### src/rtl/rwsc_pkg.sv
// Package for the rain wiper speed controller.
// Holds the channel payload types, event and register codes, and the window
// averaging constants. It depends on nothing else.
package rwsc_pkg;

  // Number of rain samples in one averaging window (1 to 15).
  localparam int WINDOW_SAMPLES = 10;

  // Averages use a reciprocal multiply: floor(sum * RECIP >> RECIP_SHIFT).
  // With a 16-bit sum and a window of at most 15 this is exact.
  localparam int RECIP_SHIFT = 20;
  localparam int RECIP_W     = RECIP_SHIFT + 1;
  localparam logic [RECIP_W-1:0] RECIP =
    RECIP_W'(((1 << RECIP_SHIFT) + WINDOW_SAMPLES - 1) / WINDOW_SAMPLES);

  localparam int SUM_W  = 16;
  localparam int ADC_W  = 12;
  localparam int IDX_W  = 4;
  localparam int TIME_W = 32;
  localparam int MS_W   = 16;

  localparam int CFG_IDX_W  = 8;
  localparam int CFG_DATA_W = 16;

  // Event codes carried in the func field.
  localparam logic [1:0] FUNC_TICK   = 2'd0;
  localparam logic [1:0] FUNC_SPEED  = 2'd1;
  localparam logic [1:0] FUNC_MODE   = 2'd2;
  localparam logic [1:0] FUNC_SAMPLE = 2'd3;

  // Configuration register indexes.
  localparam logic [CFG_IDX_W-1:0] CFG_VIB_OFF      = 8'd0;
  localparam logic [CFG_IDX_W-1:0] CFG_VIB_LOW      = 8'd1;
  localparam logic [CFG_IDX_W-1:0] CFG_VIB_MODERATE = 8'd2;
  localparam logic [CFG_IDX_W-1:0] CFG_IR_HEAVY     = 8'd3;
  localparam logic [CFG_IDX_W-1:0] CFG_IR_MEDIUM    = 8'd4;
  localparam logic [CFG_IDX_W-1:0] CFG_IR_LIGHT     = 8'd5;
  localparam logic [CFG_IDX_W-1:0] CFG_DEBOUNCE     = 8'd6;
  localparam logic [CFG_IDX_W-1:0] CFG_REPORT       = 8'd7;

  // Wiper speed codes.
  localparam logic [1:0] SPEED_OFF      = 2'd0;
  localparam logic [1:0] SPEED_LOW      = 2'd1;
  localparam logic [1:0] SPEED_MODERATE = 2'd2;
  localparam logic [1:0] SPEED_HIGH     = 2'd3;

  typedef struct packed {
    logic [1:0]       func;
    logic [ADC_W-1:0] vib_sample;
    logic [ADC_W-1:0] ir_sample;
    logic             rain_present;
  } in_t;

  typedef struct packed {
    logic [1:0]       speed;
    logic             auto_on;
    logic             rain_led;
    logic [ADC_W-1:0] avg_vibration;
    logic [ADC_W-1:0] avg_ir;
    logic             decided;
    logic             report_due;
  } out_t;

  // Thresholds used by the speed decision.
  typedef struct packed {
    logic [ADC_W-1:0] vib_off;
    logic [ADC_W-1:0] vib_low;
    logic [ADC_W-1:0] vib_moderate;
    logic [ADC_W-1:0] ir_heavy;
    logic [ADC_W-1:0] ir_medium;
    logic [ADC_W-1:0] ir_light;
  } levels_t;

  // Result of one completed window.
  typedef struct packed {
    logic [ADC_W-1:0] vib_avg;
    logic [ADC_W-1:0] ir_avg;
    logic [1:0]       speed;
  } decision_t;

endpackage

### src/rtl/rain_wiper_speed_controller.sv
// Top level of the rain wiper speed controller: event handling, state,
// configuration registers and a two-entry output buffer.
// Depends on rwsc_pkg and rwsc_decide.
//
//   channel   handshake            payload
//   in_       in_valid / in_stall  in_data (rwsc_pkg::in_t)
//   out_      out_valid/ out_stall out_data (rwsc_pkg::out_t)
//   cfg_      cfg_valid/ cfg_ready cfg_index, cfg_data
//
// Every event is handled in the cycle it is accepted; its result is
// registered in out_r, or as a second result in skid_r while out_stall is
// high, so one event per cycle is sustained while skid_r is empty. The rate
// is set by the single pass of window sum, reciprocal multiply and threshold
// compares; in_stall rises only when out_r and skid_r are both full.
// Reset (rst_n low, synchronous) restores register defaults and clears state.
module rain_wiper_speed_controller (
  input  logic                            clk,
  input  logic                            rst_n,
  input  logic                            in_valid,
  output logic                            in_stall,
  input  rwsc_pkg::in_t                   in_data,
  output logic                            out_valid,
  input  logic                            out_stall,
  output rwsc_pkg::out_t                  out_data,
  input  logic                            cfg_valid,
  output logic                            cfg_ready,
  input  logic [rwsc_pkg::CFG_IDX_W-1:0]  cfg_index,
  input  logic [rwsc_pkg::CFG_DATA_W-1:0] cfg_data
);

  localparam int TW = rwsc_pkg::TIME_W;

  // Configuration registers.
  rwsc_pkg::levels_t               levels_r;
  logic [rwsc_pkg::MS_W-1:0]       debounce_r;
  logic [rwsc_pkg::MS_W-1:0]       report_r;

  // Controller state.
  logic [TW-1:0]                   ms_r, ms_nxt;
  logic [TW-1:0]                   speed_last_r, speed_last_nxt;
  logic [TW-1:0]                   mode_last_r, mode_last_nxt;
  logic [TW-1:0]                   report_last_r, report_last_nxt;
  logic [1:0]                      speed_r, speed_nxt;
  logic                            auto_r, auto_nxt;
  logic                            lamp_r, lamp_nxt;
  logic [rwsc_pkg::SUM_W-1:0]      vib_sum_r, vib_sum_nxt;
  logic [rwsc_pkg::SUM_W-1:0]      ir_sum_r, ir_sum_nxt;
  logic [rwsc_pkg::IDX_W-1:0]      idx_r, idx_nxt;
  logic [rwsc_pkg::ADC_W-1:0]      vib_hold_r, vib_hold_nxt;
  logic [rwsc_pkg::ADC_W-1:0]      ir_hold_r, ir_hold_nxt;

  // Output buffer.
  rwsc_pkg::out_t                  out_r;
  rwsc_pkg::out_t                  skid_r;
  logic                            out_valid_r;
  logic                            skid_valid_r;

  logic                            in_accept;
  logic                            out_fire;
  logic [rwsc_pkg::SUM_W-1:0]      vib_add;
  logic [rwsc_pkg::SUM_W-1:0]      ir_add;
  logic [rwsc_pkg::IDX_W-1:0]      idx_add;
  logic [TW-1:0]                   tick_ms;
  logic                            decided;
  logic                            report;
  rwsc_pkg::decision_t             decision;
  rwsc_pkg::out_t                  result;

  assign cfg_ready = 1'b1;
  assign in_stall  = skid_valid_r;
  assign in_accept = in_valid && !skid_valid_r;
  assign out_valid = out_valid_r;
  assign out_data  = out_r;
  assign out_fire  = out_valid_r && !out_stall;

  // Running sums including the current sample, and the window decision.
  assign vib_add = vib_sum_r + rwsc_pkg::SUM_W'(in_data.vib_sample);
  assign ir_add  = ir_sum_r + rwsc_pkg::SUM_W'(in_data.ir_sample);
  assign idx_add = idx_r + rwsc_pkg::IDX_W'(1);
  assign tick_ms = ms_r + TW'(1);

  rwsc_decide u_decide (
    .vib_sum  (vib_add),
    .ir_sum   (ir_add),
    .levels   (levels_r),
    .decision (decision)
  );

  // Next state for the event at the input.
  always_comb begin
    ms_nxt          = ms_r;
    speed_last_nxt  = speed_last_r;
    mode_last_nxt   = mode_last_r;
    report_last_nxt = report_last_r;
    speed_nxt       = speed_r;
    auto_nxt        = auto_r;
    lamp_nxt        = lamp_r;
    vib_sum_nxt     = vib_sum_r;
    ir_sum_nxt      = ir_sum_r;
    idx_nxt         = idx_r;
    vib_hold_nxt    = vib_hold_r;
    ir_hold_nxt     = ir_hold_r;
    decided         = 1'b0;
    report          = 1'b0;

    unique case (in_data.func)
      rwsc_pkg::FUNC_TICK: begin
        ms_nxt = tick_ms;
        if ((tick_ms - report_last_r) >= TW'(report_r)) begin
          report_last_nxt = tick_ms;
          report          = 1'b1;
        end
      end
      rwsc_pkg::FUNC_SPEED: begin
        if ((ms_r - speed_last_r) > TW'(debounce_r)) begin
          speed_last_nxt = ms_r;
          if (!auto_r) begin
            speed_nxt = speed_r + 2'd1;
          end
        end
      end
      rwsc_pkg::FUNC_MODE: begin
        if ((ms_r - mode_last_r) > TW'(debounce_r)) begin
          mode_last_nxt = ms_r;
          auto_nxt      = !auto_r;
          if (auto_r) begin
            speed_nxt = rwsc_pkg::SPEED_OFF;
          end
          vib_sum_nxt = '0;
          ir_sum_nxt  = '0;
          idx_nxt     = '0;
        end
      end
      rwsc_pkg::FUNC_SAMPLE: begin
        if (auto_r) begin
          if (in_data.rain_present) begin
            if (idx_add >= rwsc_pkg::IDX_W'(rwsc_pkg::WINDOW_SAMPLES)) begin
              vib_hold_nxt = decision.vib_avg;
              ir_hold_nxt  = decision.ir_avg;
              speed_nxt    = decision.speed;
              lamp_nxt     = 1'b1;
              decided      = 1'b1;
              vib_sum_nxt  = '0;
              ir_sum_nxt   = '0;
              idx_nxt      = '0;
            end else begin
              vib_sum_nxt = vib_add;
              ir_sum_nxt  = ir_add;
              idx_nxt     = idx_add;
            end
          end else begin
            speed_nxt   = rwsc_pkg::SPEED_OFF;
            lamp_nxt    = 1'b0;
            vib_sum_nxt = '0;
            ir_sum_nxt  = '0;
            idx_nxt     = '0;
          end
        end
      end
      default: begin
      end
    endcase

    result.speed         = speed_nxt;
    result.auto_on       = auto_nxt;
    result.rain_led      = lamp_nxt;
    result.avg_vibration = vib_hold_nxt;
    result.avg_ir        = ir_hold_nxt;
    result.decided       = decided;
    result.report_due    = report;
  end

  // State registers, updated once per accepted transaction.
  always_ff @(posedge clk) begin
    if (!rst_n) begin
      ms_r          <= '0;
      speed_last_r  <= '0;
      mode_last_r   <= '0;
      report_last_r <= '0;
      speed_r       <= rwsc_pkg::SPEED_OFF;
      auto_r        <= 1'b0;
      lamp_r        <= 1'b0;
      vib_sum_r     <= '0;
      ir_sum_r      <= '0;
      idx_r         <= '0;
      vib_hold_r    <= '0;
      ir_hold_r     <= '0;
    end else if (in_accept) begin
      ms_r          <= ms_nxt;
      speed_last_r  <= speed_last_nxt;
      mode_last_r   <= mode_last_nxt;
      report_last_r <= report_last_nxt;
      speed_r       <= speed_nxt;
      auto_r        <= auto_nxt;
      lamp_r        <= lamp_nxt;
      vib_sum_r     <= vib_sum_nxt;
      ir_sum_r      <= ir_sum_nxt;
      idx_r         <= idx_nxt;
      vib_hold_r    <= vib_hold_nxt;
      ir_hold_r     <= ir_hold_nxt;
    end
  end

  // Configuration register writes; unknown indexes are ignored.
  always_ff @(posedge clk) begin
    if (!rst_n) begin
      levels_r.vib_off      <= 12'd50;
      levels_r.vib_low      <= 12'd500;
      levels_r.vib_moderate <= 12'd1000;
      levels_r.ir_heavy     <= 12'd50;
      levels_r.ir_medium    <= 12'd85;
      levels_r.ir_light     <= 12'd120;
      debounce_r            <= 16'd200;
      report_r              <= 16'd500;
    end else if (cfg_valid && cfg_ready) begin
      unique case (cfg_index)
        rwsc_pkg::CFG_VIB_OFF:      levels_r.vib_off      <= cfg_data[rwsc_pkg::ADC_W-1:0];
        rwsc_pkg::CFG_VIB_LOW:      levels_r.vib_low      <= cfg_data[rwsc_pkg::ADC_W-1:0];
        rwsc_pkg::CFG_VIB_MODERATE: levels_r.vib_moderate <= cfg_data[rwsc_pkg::ADC_W-1:0];
        rwsc_pkg::CFG_IR_HEAVY:     levels_r.ir_heavy     <= cfg_data[rwsc_pkg::ADC_W-1:0];
        rwsc_pkg::CFG_IR_MEDIUM:    levels_r.ir_medium    <= cfg_data[rwsc_pkg::ADC_W-1:0];
        rwsc_pkg::CFG_IR_LIGHT:     levels_r.ir_light     <= cfg_data[rwsc_pkg::ADC_W-1:0];
        rwsc_pkg::CFG_DEBOUNCE:     debounce_r            <= cfg_data;
        rwsc_pkg::CFG_REPORT:       report_r              <= cfg_data;
        default: begin
        end
      endcase
    end
  end

  // Output register with a skid register behind it.
  always_ff @(posedge clk) begin
    if (!rst_n) begin
      out_valid_r  <= 1'b0;
      skid_valid_r <= 1'b0;
    end else begin
      if (skid_valid_r && out_fire) begin
        out_valid_r  <= 1'b1;
        skid_valid_r <= 1'b0;
      end else if (in_accept) begin
        if (!out_valid_r || !out_stall) begin
          out_valid_r <= 1'b1;
        end else begin
          skid_valid_r <= 1'b1;
        end
      end else if (out_fire) begin
        out_valid_r <= 1'b0;
      end
    end
  end

  always_ff @(posedge clk) begin
    if (skid_valid_r && out_fire) begin
      out_r <= skid_r;
    end else if (in_accept) begin
      if (!out_valid_r || !out_stall) begin
        out_r <= result;
      end else begin
        skid_r <= result;
      end
    end
  end

endmodule

### src/rtl/rwsc_decide.sv
// Window decision logic: floor averages of the two sums and the speed pick.
// Depends on rwsc_pkg for the level and decision types and the reciprocal.
module rwsc_decide (
  input  logic [rwsc_pkg::SUM_W-1:0] vib_sum,
  input  logic [rwsc_pkg::SUM_W-1:0] ir_sum,
  input  rwsc_pkg::levels_t          levels,
  output rwsc_pkg::decision_t        decision
);

  localparam int PROD_W = rwsc_pkg::SUM_W + rwsc_pkg::RECIP_W;

  logic [PROD_W-1:0]             vib_prod;
  logic [PROD_W-1:0]             ir_prod;
  logic [rwsc_pkg::ADC_W-1:0]    vib_avg;
  logic [rwsc_pkg::ADC_W-1:0]    ir_avg;
  logic [1:0]                    grade;

  // Divide by the window length through a reciprocal multiply.
  assign vib_prod = PROD_W'(vib_sum) * PROD_W'(rwsc_pkg::RECIP);
  assign ir_prod  = PROD_W'(ir_sum) * PROD_W'(rwsc_pkg::RECIP);
  assign vib_avg  = vib_prod[rwsc_pkg::RECIP_SHIFT +: rwsc_pkg::ADC_W];
  assign ir_avg   = ir_prod[rwsc_pkg::RECIP_SHIFT +: rwsc_pkg::ADC_W];

  // Grade the IR average, then let vibration adjust the grade.
  always_comb begin
    if (ir_avg < levels.ir_heavy) begin
      grade = rwsc_pkg::SPEED_HIGH;
    end else if (ir_avg < levels.ir_medium) begin
      grade = rwsc_pkg::SPEED_MODERATE;
    end else if (ir_avg < levels.ir_light) begin
      grade = rwsc_pkg::SPEED_LOW;
    end else begin
      grade = rwsc_pkg::SPEED_OFF;
    end

    decision.vib_avg = vib_avg;
    decision.ir_avg  = ir_avg;
    if (grade == rwsc_pkg::SPEED_LOW && vib_avg >= levels.vib_moderate) begin
      decision.speed = rwsc_pkg::SPEED_MODERATE;
    end else if (grade == rwsc_pkg::SPEED_HIGH && vib_avg <= levels.vib_low) begin
      decision.speed = rwsc_pkg::SPEED_MODERATE;
    end else if (vib_avg <= levels.vib_off) begin
      decision.speed = rwsc_pkg::SPEED_OFF;
    end else begin
      decision.speed = grade;
    end
  end

endmodule
### config.mk
export PLATFORM = sky130hd
export DESIGN_NAME = rain_wiper_speed_controller
export DESIGN_NICKNAME = d
export VERILOG_FILES = /design/src/rtl/rwsc_pkg.sv /design/src/rtl/rain_wiper_speed_controller.sv /design/src/rtl/rwsc_decide.sv
export SDC_FILE = /design/constraint.sdc
export NUM_CORES = 2
export LEC_CHECK = 0
export BUFFER_PORTS_ARGS = -buffer_cell sky130_fd_sc_hd__buf_2
export CAP_MARGIN = 20
export CORE_ASPECT_RATIO = 1.25
export CORE_UTILIZATION = 60
export CTS_CLUSTER_DIAMETER = 30
export CTS_CLUSTER_SIZE = 14
export DETAILED_ROUTE_END_ITERATION = 7
export GPL_TIMING_DRIVEN = 0
export PLACE_DENSITY = 0.74
export SLEW_MARGIN = 20
export SYNTH_ARGS = -nofsm -noshare
export SYNTH_HDL_FRONTEND = slang
export SYNTH_SLANG_ARGS = --single-unit
### constraint.sdc
create_clock -name clk -period 17.5 [get_ports clk]
set_input_delay 2.625 -clock clk [delete_from_list [all_inputs] [get_ports clk]]
set_output_delay 2.625 -clock clk [all_outputs]
set_load 0.05 [all_outputs]
Word level (Yosys, flattened, before mapping)
Cells that the tools add are included.
Operators by class
  $add $sub $neg: 8
  multipliers: 2
  order comparisons: 10
  equality and inequality tests: 15
  multiplexer cells: 55
  bitwise logic cells: 3
  reductions and logical operators: 34
Operator list (count)
  $mux 16: 7
  $mux 12: 8
  $sub 32x32->32: 3
  $mux 30: 3
  $gt 32x16->1: 2
  $pmux 16 s2: 2
  $mul 16x16->31 const B: 2
  $lt 12x12->1: 3
  $add 16x12->16: 2
  $add 32x1->32 const B: 1
  $eq 8x3->1 const B: 4
  $ge 32x16->1: 1
  $le 12x12->1: 2
  $mux 2: 12
  $reduce_and 2->1: 12
  $mux 1: 17
  $eq 8x2->1 const B: 2
  $mux 4: 4
  $ge 12x12->1: 1
  $reduce_and 3->1: 4
  $eq 8x1->1 const B: 1
  $logic_not 8->1: 1
  $pmux 4 s2: 1
  $eq 2x2->1 const B: 3
  other kinds (16): 29
Storage, ports and cells
  bits in registers: 358
  input port bits: 56
  output and inout bits: 33
  word-level logic and storage cells: 163

Depth between registers and ports, before layout
  depth after elaboration: 17
  mapped depth: 44
  gate-level depth less buffers: 44

Cells and area by module
From an unflattened synthesis, not the netlist that was laid out.
Second synthesis, totals
  cells, all modules: 3984
  area total of the unflattened synthesis: 34031.4 um^2
Modules (own cells, without submodules)
  rain_wiper_speed_controller: instances 1, cells an instance 2868, area an instance 23655.2 um^2, sequential area each 7767.4 um^2
  rwsc_decide: instances 1, cells an instance 1116, area an instance 10376.2 um^2, sequential area each 0.0 um^2

Least setup slack after synthesis
No wires, ideal clock.
  path kind: input port to flip-flop
  start: input in_data[1] (netlist bit)
  end: register out_r (netlist bit out_data[29]) (data pin)
  setup time: 0.169 ns
  arrival time: 11.965 ns
  data required time: 17.331 ns
  setup slack: 5.366 ns
  cell stages on the path: 41
  buffers on the path: 0
  cells stage by stage: ha_1 > fa_1 > a21o_1 > a21oi_1 > o21bai_1 > a21oi_1 > nor2b_1 > o21a_1 > o31a_1 > o21ai_0 > xnor2_1 > ha_1 > ha_1 > inv_1 > fa_1 > inv_1 > fa_1 > fa_1 > (+5 left out) > nand2_1 > or3_1 > a211oi_1 > nor2_1 > a211oi_1 > o31a_1 > o22ai_1 > xnor2_1 > ha_1 > a2111oi_0 > and3_1 > nand2_1 > o221ai_1 > mux2i_1 > o221ai_1 > and3_1 > o311a_1 > o31ai_1
Between the ends
  longest elaborated chain between the ends: 17
  elaborated cells on any way between the ends: 22
  classes of those cells: 1 x add/sub; 1 x mul; 3 x order compare; 2 x eq/ne; 13 x mux; 2 x reduce/logical
Ends and longest elaborated chain
  from (decl): line rain_wiper_speed_controller.sv:21  | input rwsc_pkg::in_t in_data,
  $add 16x12->16 *: line rain_wiper_speed_controller.sv:78  | assign ir_add = ir_sum_r + rwsc_pkg::SUM_W'(in_data.ir_sample);
  $mul 16x16->31 *: line rwsc_decide.sv:20  | assign ir_prod = PROD_W'(ir_sum) * PROD_W'(rwsc_pkg::RECIP);
  $lt 12x12->1: line rwsc_decide.sv:30  | end else if (ir_avg < levels.ir_light) begin
  $mux 1: line rwsc_decide.sv:30
  $mux 2: line rwsc_decide.sv:28  | end else if (ir_avg < levels.ir_medium) begin
  $mux 2 *: line rwsc_decide.sv:26  | if (ir_avg < levels.ir_heavy) begin
  $eq 2x2->1: line rwsc_decide.sv:40  | end else if (grade == rwsc_pkg::SPEED_HIGH && vib_avg <= levels.vib_low) begin
  $logic_and 1x1->1: line rwsc_decide.sv:40
  $mux 2: line rwsc_decide.sv:40
  $mux 2 *: line rwsc_decide.sv:38  | if (grade == rwsc_pkg::SPEED_LOW && vib_avg >= levels.vib_moderate) begin
  $mux 2 *: line rain_wiper_speed_controller.sv:137  | if (idx_add >= rwsc_pkg::IDX_W'(rwsc_pkg::WINDOW_SAMPLES)) begin
  $mux 2 *: line rain_wiper_speed_controller.sv:136  | if (in_data.rain_present) begin
  $mux 2 *: line rain_wiper_speed_controller.sv:135  | if (auto_r) begin
  $pmux 2 s3 *: line rain_wiper_speed_controller.sv:106  | unique case (in_data.func)
  $mux 30 *: line rain_wiper_speed_controller.sv:256  | if (!out_valid_r || !out_stall) begin
  $mux 30 *: line rain_wiper_speed_controller.sv:255  | end else if (in_accept) begin
  $mux 30 *: line rain_wiper_speed_controller.sv:253  | if (skid_valid_r && out_fire) begin
  to (signal assigned): line rain_wiper_speed_controller.sv:254  | out_r <= skid_r;
  to (signal assigned): line rain_wiper_speed_controller.sv:257  | out_r <= result;
  to (decl): line rain_wiper_speed_controller.sv:53  | rwsc_pkg::out_t out_r;
Mark *: on every way between the ends. The rest lies on a longest branch, timed or not. The select of a mux whose other input is x is not followed.
A chain may end at the register's enable or synchronous reset.

Worst setup path after layout
  start: input in_data[2] (netlist bit)
  end: register out_r (netlist bit out_data[29]) (data pin)
Same word-level chain as after synthesis.

==> metrics.yaml <==
outcome: "finished clean"
fin_setup_tns_ns: 0
ctsHtreeMaxLevel: 3
slowest_delay_ns: 0.66
synthArstFlopShare: 0
leakagePower_nw: 17.6
design.final.nets: 4795
synth_top_family_by_area: "adder cells"
routed_wl_um: 89700
worst_slew_pin_slew_ns: 1.16
yosysWarningCount: 0
crit_path_top_delay_cell: "xor2_1"
dr_total_vias: 27900
clock_latency_ns: 0.62
clock-skew-final_ns: 0.0248
cp_max_fo: 7
die_y_um: 265
post_cts_buffers: 0
ys_seq_area_frac: 0.234
drt-vias-per-instance: 5.70
ios: 89
dp.final_hpwl_um: 70800
synth_top_area_frac: 0.185
netlist_area_sq_um: 33200
setup_violations: 0
layout-drive-gt1-share: 0.0821
crit_top_cell: "ha_1"
fin_ws_ns: 3.33
drcViolationCount: 0
power_density_nw_per_um2: 117
ys.flop_type: "dfxtp_1"
die_w_um: 212
antenna_cells: 0
start_kind: "input pin"
finalNonFillerCells: 4889
placed_cells: 4743
cts_buffer_depth: 3
gp_congestion: 0.971
initial_core_util: 0.606
syn_inst: 3930
rsz0062_at_grt: "no"
wire_per_inst_um: 18.4
grt_first_pass_wirelength_um: 143000
worstSetupEndpointType: "flip-flop"
synthDistinctLibCells: 100
hold_ws_ns: 0.453
ant_nets: 0
crit_arrival_ns: 14.51
antenna_found_initial: 0
max_freq_mhz: 70.6
grt_max_degree: 32
ir_drop_mv: 0.0837
grt_pass1_vias: 28100
critical_path_required_ns: 17.84
ys_ff_latch: 358
overflow: 0
synth-compound-area-share: 0.155
hold_path.class: "reg2reg"
clkTransAtPathRegs_ns: 0.05
tritoncts: "yes"
hold_viol_final: 0
drt_iter0_drc: 1563
grt_use_total: 0.323
synthAdderAreaFrac: 0.282
cts_resized: 0
area_delta_synth_final_pct: 12.3
finalCritPeriodShare: 0.810
avgSynthCellArea_sq_um: 8.44
path_delay_family: "compound AO/OA/AOI/OAI gates"
synth-xor-area-share: 0.0475
worst-setup-path-type: "in2reg"
drt-pass1-iter-count: 6
slew_violations: 0
synth_top_area_cell: "ha_1"
place.port_buffers: 75
clock-root-buffer: "clkbuf_16"
fin_crit_ns: 14.17
fp.coreArea_sq_um: 54800
rows: 96
pre_cts_slack_ns: 2.73
die_area_sq_um: 56300
cts_sinks: 358
nFillCells: 4597
crit_buf_inv: 5
cts-buffers-inserted: 78
synthMuxAreaShare: 0.0481
synth_area_leaders: "ha_1 19%, dfxtp_1 18%, fa_1 9.7%"
slew_headroom: 0.229
cap_viol_max_count: 0
synth-edff-count: 60
postCtsHoldBufs: 0
syn-num-nets: 4637
yosys.area_share.simple: 0.148
## power by group
group | total [mW] | switching, mW | internal (mW)
clock network | 1.51 | 0.529 | 0.983
registers | 0.857 | 0.00515 | 0.851
logic | 1.97 | 1.23 | 0.749
## cell usage after synthesis (77+ instances only)
cell type	number
ha_1	491
o21ai_0	122
xnor2_1	103
dfxtp_1	298
mux2i_1	132
clkbuf_1	113
nand2_1	431
inv_1	574
xor2_1	77
nand3_1	77
a21oi_1	286
fa_1	160
nor2_1	270
a21o_1	85
## cell usage in the layout (no fill, tap or decap), types with 11 or more instances in the layout
cell type / n
a211oi_1: 27
a21o_1: 85
a21oi_1: 286
a31oi_1: 13
and2_1: 12
and3_1: 21
buf_2: 96
clkbuf_1: 116
clkbuf_16: 79
clkinv_2: 11
clkinv_4: 12
clkinvlp_4: 11
dfxtp_1: 298
edfxtp_1: 60
fa_1: 160
ha_1: 491
inv_1: 574
inv_6: 14
mux2_2: 22
mux2i_1: 132
nand2_1: 431
nand2b_1: 28
nand3_1: 77
nand4_1: 48
nor2_1: 270
nor2b_1: 32
nor3_1: 40
nor4_1: 12
o211ai_1: 59
o21a_1: 25
o21ai_0: 121
o21ai_1: 28
o21bai_1: 25
or2_2: 15
or3_1: 22
xnor2_1: 103
xor2_1: 77
## cells by family (layout without fill, tap and decap cells)
logic type | Yosys count | in the layout
AND/OR/NAND/NOR | 1061 | 1061
AO/OA/AOI/OAI | 796 | 796
buffers and inverters | 727 | 951
adder cells (fa/ha/maj) | 651 | 651
flip-flops | 358 | 358
XOR/XNOR | 180 | 180
multiplexers | 156 | 156
other | 1 | 1
## flip-flops by register name, indices dropped and copies added, names as in the netlist, 2 cells and up
register	count
vib_sum_r	16
debounce_r	16
levels_r	72
out_data	30
ms_r	32
skid_r	30
ir_hold_r	12
mode_last_r	32
ir_sum_r	16
idx_r	4
report_last_r	32
speed_r	2
report_r	16
vib_hold_r	12
speed_last_r	32
## stage by stage
| step | power, mW | cell area, sq um | util |
|---|---|---|---|
| floorplan | 2.24 | 33200 | - |
| CTS | 4.36 | 37300 | 0.680 |
| global placement | 2.78 | 34500 | 0.630 |
| finish | 4.34 | 37300 | 0.680 |
| global route | 4.66 | 37300 | 0.680 |
| detailed placement | 2.83 | 34500 | 0.631 |
## worst reg2reg max path: cells and delay by family, from the launching register on
kind	cells	cell delay [ns]
compound gates	17	4.76
mux	1	0.15
xor+xnor	2	1.29
buf+inv	4	0.23
simple gates	8	1.60
flops	1	0.38
fa+ha+maj	9	3.71
## final cells by class
class | instances | area, sq um | share of cell area
Buffer | 151 | 679 | 0.0182
Multi-Input combinational cell | 2845 | 22600 | 0.607
Tap cell | 735 | 920 | 0.0247
Clock buffer | 87 | 2060 | 0.0552
Sequential cell | 358 | 7770 | 0.208
Clock inverter | 59 | 666 | 0.0179
Timing Repair Buffer | 78 | 409 | 0.0110
Inverter | 576 | 2160 | 0.0580
## layer usage
metal  vias up  share of wire  GRT usage
met2       731           0.50      0.579
met1     13100           0.39      0.351
met3       292          0.040     0.0393
met4         0          0.074      0.225
li1      13700              -          -
met5         -              0          0
## path summary, 6_finish.rpt
check	start	end	slack, ns	cells after the start
worst min-delay path	report_last_r[19]	report_last_r[19]	0.45	2
worst max-delay path	in_data[2]	out_data[29]	3.33	42
worst max register to register	ir_sum_r[1]	out_data[29]	5.11	41
worst min register to register	report_last_r[19]	report_last_r[19]	0.45	2
Note: power is estimated with default switching activity, not from simulation.
